`src/hw/rtl/clm_pkg.sv`:
```
// Shared types and constants of the cursor linked list manager.
// No dependencies.
`default_nettype none

package clm_pkg;

    localparam int CELLS_DEF = 256;
    localparam int VALUE_W   = 16;
    localparam int IDX_W     = 8;

    localparam logic [VALUE_W-1:0] VAL_RESET = '1;

    typedef enum logic [2:0] {
        OP_CREATE   = 3'd0,
        OP_INSERT   = 3'd1,
        OP_DELETE   = 3'd2,
        OP_FIND     = 3'd3,
        OP_FINDPREV = 3'd4,
        OP_FREE     = 3'd5,
        OP_READ     = 3'd6
    } t_op;

    typedef enum logic [1:0] {
        ST_OK       = 2'd0,
        ST_SPACE    = 2'd1,
        ST_NOTFOUND = 2'd2
    } t_status;

    typedef struct packed {
        logic hit;
        logic nul;
        logic last;
    } t_walk_flags;

endpackage

`default_nettype wire

```
`src/hw/rtl/clm_walk.sv`:
```
// Shared compare unit for list walks: key match, null link, step limit.
// Depends on clm_pkg.
`default_nettype none

module clm_walk #(
    parameter int CELLS = clm_pkg::CELLS_DEF
) (
    input  wire logic                          i_clk,
    input  wire logic                          i_rst_n,
    input  wire logic                          i_clr,
    input  wire logic                          i_inc,
    input  wire logic [clm_pkg::VALUE_W-1:0]   i_key,
    input  wire logic [clm_pkg::VALUE_W-1:0]   i_value,
    input  wire logic [$clog2(CELLS)-1:0]      i_link,
    output clm_pkg::t_walk_flags               o_flags
);
    import clm_pkg::*;

    localparam int IW = $clog2(CELLS);

    logic [IW-1:0] r_steps;

    always_ff @(posedge i_clk) begin
        if (!i_rst_n) begin
            r_steps <= '0;
        end else if (i_clr) begin
            r_steps <= '0;
        end else if (i_inc) begin
            r_steps <= r_steps + 1'b1;
        end
    end

    assign o_flags.hit  = (i_value == i_key);
    assign o_flags.nul  = (i_link == '0);
    assign o_flags.last = (r_steps == IW'(CELLS - 1));

endmodule

`default_nettype wire

```
`config.mk`:
```
export PLATFORM = sky130hd
export DESIGN_NAME = clm_walk
export DESIGN_NICKNAME = d
export VERILOG_FILES = /design/src/hw/rtl/clm_pkg.sv /design/src/hw/rtl/clm_walk.sv
export SDC_FILE = /design/constraint.sdc
export NUM_CORES = 1
export LEC_CHECK = 0
export BUFFER_PORTS_ARGS = -buffer_cell sky130_fd_sc_hd__buf_2
export CAP_MARGIN = 15
export CORE_UTILIZATION = 33
export DETAILED_ROUTE_END_ITERATION = 6
export PLACE_DENSITY = 0.79
export SETUP_SLACK_MARGIN = 0.5
export SYNTH_ARGS = -nofsm -noshare
export SYNTH_HDL_FRONTEND = slang
export SYNTH_SLANG_ARGS = --single-unit
```
`constraint.sdc`:
```
create_clock -name i_clk -period 1.55 [get_ports i_clk]
set_clock_uncertainty 0.1 [all_clocks]
set_input_delay 0.465 -clock i_clk [delete_from_list [all_inputs] [get_ports i_clk]]
set_output_delay 0.465 -clock i_clk [all_outputs]
set_load 0.03 [all_outputs]
```
* Yosys cells after proc, flatten, opt, wreduce, memory -nomap -nowiden
Index checks and enable logic that the tools add are counted.
Widths: inputs -> output; s select.
** Word-level totals
- Output and inout port bits :: 3
- Memories kept :: 0
- Bits in latches :: 0
- Input port bits :: 44
- RAM bits :: 0
- Register bits :: 8
- ROM bits :: 0
- Logic and storage cells :: 7
** Operators by class
- Div/mod/pow operators :: 0
- $add $sub $neg :: 1
- Reduce and logical (&&, ||, !) cells :: 2
- Bitwise operators :: 1
- $mul :: 0
- Mux-type cells :: 0
- Shifts and indexed selects :: 0
- Eq/ne operators :: 2
- Order comparisons :: 0
** Operator list (number)
- $eq 16x16->1 :: 1
- $add 8x1->8 const B :: 1
- $eq 8x8->1 const B :: 1
- $logic_not 8->1 :: 1
- $reduce_or 2->1 :: 1
- $not 1->1 :: 1

* Longest topological paths before layout
Gate-level depths: netlist (run 1).
- Depth in word-level cells :: 2
- Gate-level depth with buffers :: 4
- Depth with buffers taken out :: 4

* Worst setup path after synthesis (run 1)
OpenSTA, ideal clock, no wires.
- Path type :: input-to-output
- Start :: input port i_key[11] in the netlist's numbering
- End :: output port o_flags[2] in the netlist's numbering
- Cell stages on the path :: 3
- Required time :: 0.985 ns
- Slack :: -0.719 ns
- Buffers on the path :: 0
- Arrival :: 1.704 ns
- Cell sequence :: xnor2_1 > nand4_1 > nor4_1
** RTL lines
- start: declaration :: line clm_walk.sv:12 : input wire logic [clm_pkg::VALUE_W-1:0] i_key,
- end: declaration :: line clm_walk.sv:15 : output clm_pkg::t_walk_flags o_flags

==> out/results.tsv, run 1 <==
metric	value	unit
Static Leak	0.526	nW
Post-Synthesis Cells	64	
CP Capture Type	output port	
final hold slack	420	ps
worst slew pin tran	359	ps
Initial Util	0.357	
maximum clock insertion buffer count	2	
drt total wl	1.96	mm
number of global-route vias before repair	689	
Seq/Total Area, Yosys	0.294	
die area	1820	um^2
Critical Setup Path Class	in -> out	
Die Height	42.6	um
CP max stage cell	nor4_4	
Netlist Area Pre-Place	544	um^2
largest net degree at the start of global routing	9	
post-route ant nets	0	
Syn Area/Cell	8.50	um^2
critical path's largest stage delay	300	ps
Root Buffer	clkbuf_4	
fillers	102	
Worst EP required	980	ps
Slew Viols, Final	0	
outcome	finished with violations	
min-delay worst type	reg -> reg	
via count	705	
Synth warnings	0	
Inst Count DP	128	
Max-cap violations	0	
die width	42.6	um
ant diodes	0	
crit-path max FO	1	
share of cells above drive strength 1	0.766	
# IOs	47	
CP Buf/Inv Count	2	
Inserted Clock Buffers	3	
initial antenna violation count	0	
Yosys cell types	18	
kind of cell adding the most delay to the critical path	simple AND/OR/NAND/NOR gates	
VDD IR max	0.443	mV
Vias/cell	5.04	
nets	171	
CP arrival	1390	ps
Final Hold Vio Count	0	
Residual DRC	0	
1st-iter DRT viols	3	
Reg with most FFs	r_steps	
I/O Buffers	46	
unrepaired setup endpoints after global routing	yes	
max_slew headroom	0.761	
violated checks	setup timing	
Synth Net Count	109	
min Tclk post-route	1960	ps
CTS tree	done	
Worst setup SP type	input pin	
GR Overflow Total	0	
first-pass GRT wire length	2.74	mm
CTS clock-pin slew for the worst setup and hold paths	50	ps
gpl congestion	0.781	
maximum level of the CTS H-tree	1	
Setup WS pre-CTS	-424	ps
setup TNS	-874	ps
commonest non-fill, non-tap cell in the layout	buf_2	
most frequent cells in the layout	buf_2 (34), buf_6 (18), xnor2_2 (11), buf_4 (7)	
Layout Area Growth over Synthesis	120	%
Pre-Repair DR Iteration Count	3	
worst setup margin	-409	ps
crit path cell chain	buf_2 -> xnor2_1 -> nand4_1 -> nor4_4 -> buf_4	
Largest register FFs	8	
FF+latch count, synth	8	
wire length per cell	14.0	um
DP HPWL	1.25	mm
clk sinks	8	
PD cells	460	nW/um^2
Clk Latency, worst-skew pair	260	ps
Largest regs	r_steps: 8 flops	
setup violators final	3	
Fmax	510	MHz
GR Util All Layers	0.207	
fin crit share	1.26	
Core ar.	1520	um^2
fin cells	140	
row count	14	
==> timing repair <==
item,CTS,global route
gates resized for setup,16,27
hold buffers,0,0
buffers inserted,3,6
setup endpoints to repair,8,9
pin swaps,14,18
==> metrics by stage <==
step | cell area, um^2 | power (mW) | util
final | 1200 | 0.551 | 0.787
after global routing | 1200 | 0.582 | 0.787
after CTS | 1000 | 0.513 | 0.658
after detailed placement | 902 | 0.347 | 0.592
after global placement | 902 | 0.342 | 0.592
after floorplan | 637 | 0.280 | -
==> Yosys cell counts (all sizes together) <==
library cell	count	area, um^2
xnor2	17	149
dfxtp	8	160
nand4	7	50.1
nor2	7	26.3
a21oi	3	15.0
nand3	3	15.0
o21ai	3	15.0
or3	3	18.8
xor2	3	26.3
nand2	2	7.51
or4	2	15.0
buf	1	7.51
clkbuf	1	3.75
ha	1	12.5
mux2i	1	10.0
nand2b	1	6.26
nor4	1	6.26
==> power breakdown <==
group | total, mW | leakage, nW | switching [mW] | internal (mW)
Clock | 0.161 | 0.0138 | 0.0724 | 0.0887
Sequential | 0.209 | 0.0679 | 0.00222 | 0.206
Combinational | 0.181 | 0.445 | 0.0662 | 0.115
Total | 0.551 | 0.526 | 0.141 | 0.410
==> final timing paths <==
path	startpoint	end	slack (ps)	depth (start not counted)
worst min-delay path	r_steps[6]$_SDFFE_PP0P_	r_steps[6]$_SDFFE_PP0P_	420	2
worst min register to register	r_steps[6]$_SDFFE_PP0P_	r_steps[6]$_SDFFE_PP0P_	420	2
worst max register to register	r_steps[0]$_SDFFE_PP0P_	r_steps[6]$_SDFFE_PP0P_	120	6
worst max-delay path	i_key[8]	o_flags[2]	-410	5
==> worst min-delay path, cell delays in order, from the launching register on <==
cell	delay (ps)
dfxtp_2	320
o21ai_0	100
a21oi_2	60
==> cell families (layout without fill, tap and decap cells) <==
kind of cell / count (synthesis) / count (layout) / synth area share
compound gates: 6 / 6 / 0.0552
xor+xnor: 20 / 20 / 0.322
fa+ha+maj: 1 / 1 / 0.0230
buf+inv: 2 / 62 / 0.0207
flops: 8 / 8 / 0.294
mux: 1 / 1 / 0.0184
simple gates: 26 / 26 / 0.267
==> per-layer routing <==
layer	global-route usage	up-vias	wire length, um
li1	-	346	-
met4	0.0750	0	66
met1	0.158	324	617
met2	0.458	27	1200
met3	0.0517	8	78
met5	0	-	0
==> cell type report <==
class | count | area, um^2 | share of cell area
well taps | 16 | 20.0 | 0.0167
flip-flops and latches | 8 | 170 | 0.142
multi-input cells | 54 | 561 | 0.468
clock buffers | 3 | 22.5 | 0.0188
repair buffers | 59 | 425 | 0.355
Power figures use the tool's default switching activity.
==> run 2: changes to the inputs <==
SKIP_CTS_REPAIR_TIMING = 1   (was default)
==> out/results.tsv, run 2 (synthesis gave the netlist of run 1 again) <==
metric	value	unit	change
critical path's largest stage delay	290	ps	about the same
DP HPWL	1.25	mm	unchanged
wire length per cell	13.1	um	-6.1%
Worst R2R Path Depth	5		-1
initial antenna violation count	0		unchanged
largest net degree at the start of global routing	9		unchanged
Worst setup SP type	input pin		
CP max stage cell	nor4_4		
Initial Util	0.357		unchanged
min Tclk post-route	1930	ps	-28.2 ps
via count	690		-2.1%
outcome	finished with violations		
crit-path max FO	1		unchanged
Worst Setup EP	o_flags[2]		
fin cells	135		-3.6%
row count	14		unchanged
nets	166		-2.9%
I/O Buffers	46		unchanged
CTS clock-pin slew for the worst setup and hold paths	50	ps	about the same
kind of cell adding the most delay to the critical path	simple AND/OR/NAND/NOR gates		
max_slew headroom	0.770		+0.00957
first-pass GRT wire length	2.46	mm	-10%
fin crit share	1.25		-0.0182
Core ar.	1520	um^2	unchanged
die width	42.6	um	unchanged
worst setup margin	-381	ps	+28.2 ps
gpl congestion	0.781		unchanged
violated checks	setup timing		
die area	1820	um^2	unchanged
combinational share of power	0.329		about the same
1st-iter DRT viols	4		+1
FF-to-FF Start	r_steps[0]$_SDFFE_PP0P_		
Reg-to-Reg End	r_steps[7]$_SDFFE_PP0P_		
sequential group share of total power	0.383		+0.004
net switching power	0.135	mW	-4.0%
ant diodes	0		unchanged
# IOs	47		unchanged
grt met3 use	0.0517		unchanged
Largest register FFs	8		unchanged
min-delay worst type	reg -> reg		
GR peak layer	met2		
maximum clock insertion buffer count	2		unchanged
worst slew pin tran	345	ps	-14.3 ps
met1 GRT Util	0.144		-0.0139
share of cells above drive strength 1	0.731		-0.0350
most frequent cells in the layout	buf_2 (34), buf_6 (15), xnor2_2 (11), xnor2_1 (6), nand4_1 (6)		
Inst Count DP	128		unchanged
multi-input logic area	539	um^2	-3.8%
internal power	0.409	mW	-0.27%
PD cells	482	nW/um^2	+4.9%
Largest regs	r_steps: 8 flops		
CP Capture Type	output port		
CP arrival	1370	ps	-20 ps
maximum level of the CTS H-tree	1		unchanged
final core utilization	0.741		-0.0460
CTS tree	done		
crit path from	i_key[5]		
reg2reg setup slack	220	ps	+100 ps
Layout Area Growth over Synthesis	107	%	
Slew Viols, Final	0		unchanged
fillers	112		+9.8%
number of global-route vias before repair	639		-7.3%
setup violators final	3		unchanged
commonest non-fill, non-tap cell in the layout	buf_2		
met2 usage	0.394		-0.0646
Inserted Clock Buffers	3		unchanged
Static Leak	0.496	nW	-5.8%
Worst EP required	980	ps	about the same
Residual DRC	0		unchanged
drt total wl	1.77	mm	-9.4%
GR Util All Layers	0.183		-0.0234
CP Buf/Inv Count	2		unchanged
clk sinks	8		unchanged
unrepaired setup endpoints after global routing	yes		
Crit. path cell count	5		unchanged
Reg with most FFs	r_steps		
post-route ant nets	0		unchanged
Root Buffer	clkbuf_4		
Fmax	518	MHz	+1.5%
Final Hold Vio Count	0		unchanged
Vias/cell	5.11		+1.5%
Pwr Total	0.544	mW	-1.2%
Critical Setup Path Class	in -> out		
switching fraction of total power	0.249		-0.00714
final hold slack	400	ps	-20.0 ps
Pre-Repair DR Iteration Count	4		+1
clock share of power	0.288		-0.004
Die Height	42.6	um	unchanged
VDD IR max	0.475	mV	+7.2%
Max-cap violations	0		unchanged
crit path cell chain	buf_2 -> xnor2_2 -> nand4_1 -> nor4_4 -> buf_4		
GR Overflow Total	0		unchanged
Clk Latency, worst-skew pair	250	ps	about the same
FF/Latch Area	170	um^2	unchanged
[run 2: power groups by stage]
stage | sequential [mW] | combinational [mW] | clock (mW)
after global routing | 0.208 | 0.190 | 0.177
after global placement | 0.214 | 0.128 | 0
final | 0.209 | 0.179 | 0.157
after detailed placement | 0.215 | 0.133 | 0
after floorplan | 0.215 | 0.0649 | 0
after CTS | 0.210 | 0.133 | 0.164
[run 2: worst reg2reg max path, stage by stage, from the launching register on]
cell	delay, ps
dfxtp_2	350
buf_6	100
buf_6	100
nand4_4	90
or3_4	380
a21oi_2	130
[run 2: how the worst min path moves through the flow]
stage	depth (start not counted)	to	slack, ps	startpoint
floorplan	2	r_steps[6]$_SDFFE_PP0P_	360	r_steps[6]$_SDFFE_PP0P_
global placement	2	r_steps[6]$_SDFFE_PP0P_	380	r_steps[6]$_SDFFE_PP0P_
detailed placement	2	r_steps[6]$_SDFFE_PP0P_	390	r_steps[6]$_SDFFE_PP0P_
CTS	2	r_steps[6]$_SDFFE_PP0P_	400	r_steps[6]$_SDFFE_PP0P_
global route	2	r_steps[5]$_SDFFE_PP0P_	440	r_steps[5]$_SDFFE_PP0P_
finish	2	r_steps[5]$_SDFFE_PP0P_	400	r_steps[5]$_SDFFE_PP0P_
[run 2: layer usage]
layer,share of wire,wire length [um]
met3,0.043,76
met2,0.64,1130
met1,0.29,511
met5,0,0
met4,0.031,55
[run 2: area by class of cell]
type	count	share of cell area
Timing Repair Buffer	54	0.334
Clock buffer	3	0.0200
Multi-Input combinational cell	54	0.478
Tap cell	16	0.0177
Sequential cell	8	0.151
[run 2: per-stage QoR]
stage                     TNS, ps  cell area, um^2  setup slack (ps)
after global routing         -963             1130              -413
after floorplan              -486              637              -260
after detailed placement     -833              902              -424
final                        -842             1130              -381
after global placement       -786              902              -399
after CTS                   -1050              925              -424
==> run 3: changes to the inputs <==
ABC_AREA = 1   (was default)
CORE_UTILIZATION = 36   (was 33)
==> out/results.tsv, run 3 <==
metric	value	unit	change
crit-path max FO	1		unchanged
CP arrival	1230	ps	-140 ps
hold path depth	4		+2
unrepaired setup endpoints after global routing	yes		
maximum clock insertion buffer count	2		unchanged
hold path endpoint	r_steps[0]$_SDFFE_PP0P_		
number of global-route vias before repair	813		+27%
GR Overflow Total	0		unchanged
Inst Count DP	189		+48%
fillers	133		+19%
largest family of logic cells by synthesized area	simple AND/OR/NAND/NOR gates		
multi-input logic area	648	um^2	+20%
fin crit share	1.16		-0.0867
fin cells	196		+45%
synth cell count leaders	nand2_1 (36), inv_1 (19), nor2_1 (15)		
DP HPWL	1.46	mm	+17%
FFs w/ async S/R, synth	0		unchanged
worst slew pin tran	205	ps	-139 ps
Synth Area in Simple Gates	0.465		+0.198
worst setup margin	-246	ps	+134 ps
setup violators final	3		unchanged
max_slew headroom	0.862		+0.0919
Post-Synth Adder-Cell Area	0.0181		-0.00491
Syn Area/Cell	6.12	um^2	-28%
Netlist Area Pre-Place	692	um^2	+27%
Initial Util	0.392		+0.0351
Static Leak	0.650	nW	+31%
violated checks	setup timing		
Worst setup SP type	input pin		
area leader, netlist	dfxtp_1		
Root Buffer	clkbuf_4		
nets	217		+31%
reg2reg setup slack	260	ps	+40 ps
Post-Synthesis Cells	113		+77%
PD cells	438	nW/um^2	-9.1%
final hold slack	384	ps	-16.4 ps
Layout Area Growth over Synthesis	90.4	%	
Yosys top cell area share	0.231		-0.0628
FF-to-FF Start	r_steps[0]$_SDFFE_PP0P_		
# IOs	47		unchanged
Reg-to-Reg End	r_steps[4]$_SDFFE_PP0P_		
Slew Viols, Final	0		unchanged
Synth warnings	0		unchanged
outcome	finished with violations		
FF/Latch Area	171	um^2	+0.74%
Fmax	557	MHz	+7.5%
GR Util All Layers	0.180		-0.00374
share of cells above drive strength 1	0.544		-0.187
Main synth FF type	dfxtp_1		
VDD IR max	0.477	mV	+0.48%
largest net degree at the start of global routing	9		unchanged
CTS clock-pin slew for the worst setup and hold paths	60	ps	about the same
Area contributors post-synth	dfxtp_1 (23%), nand2_1 (20%), xnor2_1 (13%)		
post-route ant nets	0		unchanged
Hold Path Origin	i_clr		
wire length per cell	11.5	um	-12%
Post-synth EDFFs	0		unchanged
Die Height	45.8	um	+7.6%
Final Hold Vio Count	0		unchanged
Worst R2R Path Depth	7		+2
Inserted Clock Buffers	3		unchanged
Synth Area in Compound Gates	0.0398		-0.0154
Clk Latency, worst-skew pair	260	ps	about the same
Core ar.	1760	um^2	+16%
Residual DRC	0		unchanged
most frequent cells in the layout	buf_2 (38), nand2_1 (36), inv_1 (18), buf_6 (13), nor2_1 (12)		
Largest register FFs	8		unchanged
Seq/Total Area, Yosys	0.231		-0.0628
min Tclk post-route	1800	ps	-134 ps
row count	15		+1
Pre-Repair DR Iteration Count	5		+1
Worst EP required	980	ps	about the same
commonest non-fill, non-tap cell in the layout	buf_2		
initial antenna violation count	0		unchanged
Vias/cell	4.49		-12%
Yosys cell types	18		unchanged
XOR/XNOR Fraction of Synth Area	0.127		-0.195
clk sinks	8		unchanged
gpl congestion	0.900		+15%
post-synthesis mux area share	0		-0.0184
CP Capture Type	output port		
maximum level of the CTS H-tree	1		unchanged
Reg with most FFs	r_steps		
die area	2100	um^2	+16%
CTS tree	done		
I/O Buffers	46		unchanged
Largest regs	r_steps: 8 flops		
1st-iter DRT viols	14		+10
min-delay worst type	in -> reg		
Max-cap violations	0		unchanged
via count	881		+28%
first-pass GRT wire length	2.80	mm	+14%
Synth Net Count	158		+45%
drt total wl	2.25	mm	+27%
count leader, synth	nand2_1		
Critical Setup Path Class	in -> out		
die width	45.8	um	+7.6%
ant diodes	0		unchanged
FF+latch count, synth	8		unchanged
## run 3: routing by layer
metal  track usage  up-vias  share of wire
met4        0.0824        0          0.013
met2         0.369       36           0.58
li1              -      460              -
met1         0.172      381           0.34
met3        0.0159        4          0.064
met5             0        -              0
## run 3: where the power goes
part / switching [mW] / leakage [nW] / internal [mW]
sequential: 0.00273 / 0.0677 / 0.206
combinational: 0.0849 / 0.568 / 0.0996
clock: 0.0849 / 0.0150 / 0.0994
## run 3: critical path: stages
cell and delay (ps):
buf_2 110, xnor2_2 160, nand2_1 80, nor2_1 100
nand2_1 100, nor2_4 80, buf_6 130
## run 3: cells by family after synthesis
logic type | Yosys count
AOI/OAI and AO/OA | 5
adders and majority gates | 1
DFF | 8
and+or+nand+nor | 69
xor gates and xnor gates | 10
buffers and inverters | 20
## run 3: layout make-up
cell class | count | area share
inverter | 19 | 0.0560
multi-input combinational | 85 | 0.492
tap | 25 | 0.0237
sequential | 8 | 0.130
timing repair buffer | 55 | 0.278
clock buffer | 4 | 0.0199
## run 3: per-stage QoR
step	worst slack [ps]	util	area [um^2]	power, mW	TNS (ps)
floorplan	-42.9	-	793	0.286	-71.4
global placement	-243	0.615	1080	0.355	-418
detailed placement	-261	0.615	1080	0.361	-458
CTS	-289	0.630	1110	0.540	-753
global route	-299	0.747	1320	0.608	-714
finish	-246	0.747	1320	0.578	-575
## run 3: how the worst max path moves through the flow
stage                     cells past startpoint    endpoint  slack (ps)                     from
after global routing                          7  o_flags[2]        -300                i_key[13]
after global placement                        9  o_flags[2]        -240              i_value[15]
final                                         7  o_flags[2]        -250                i_key[13]
after detailed placement                      7  o_flags[2]        -260                 i_key[2]
after floorplan                               3  o_flags[0]         -40  r_steps[1]$_SDFFE_PP0P_
after CTS                                     4  o_flags[0]        -290  r_steps[1]$_SDFFE_PP0P_
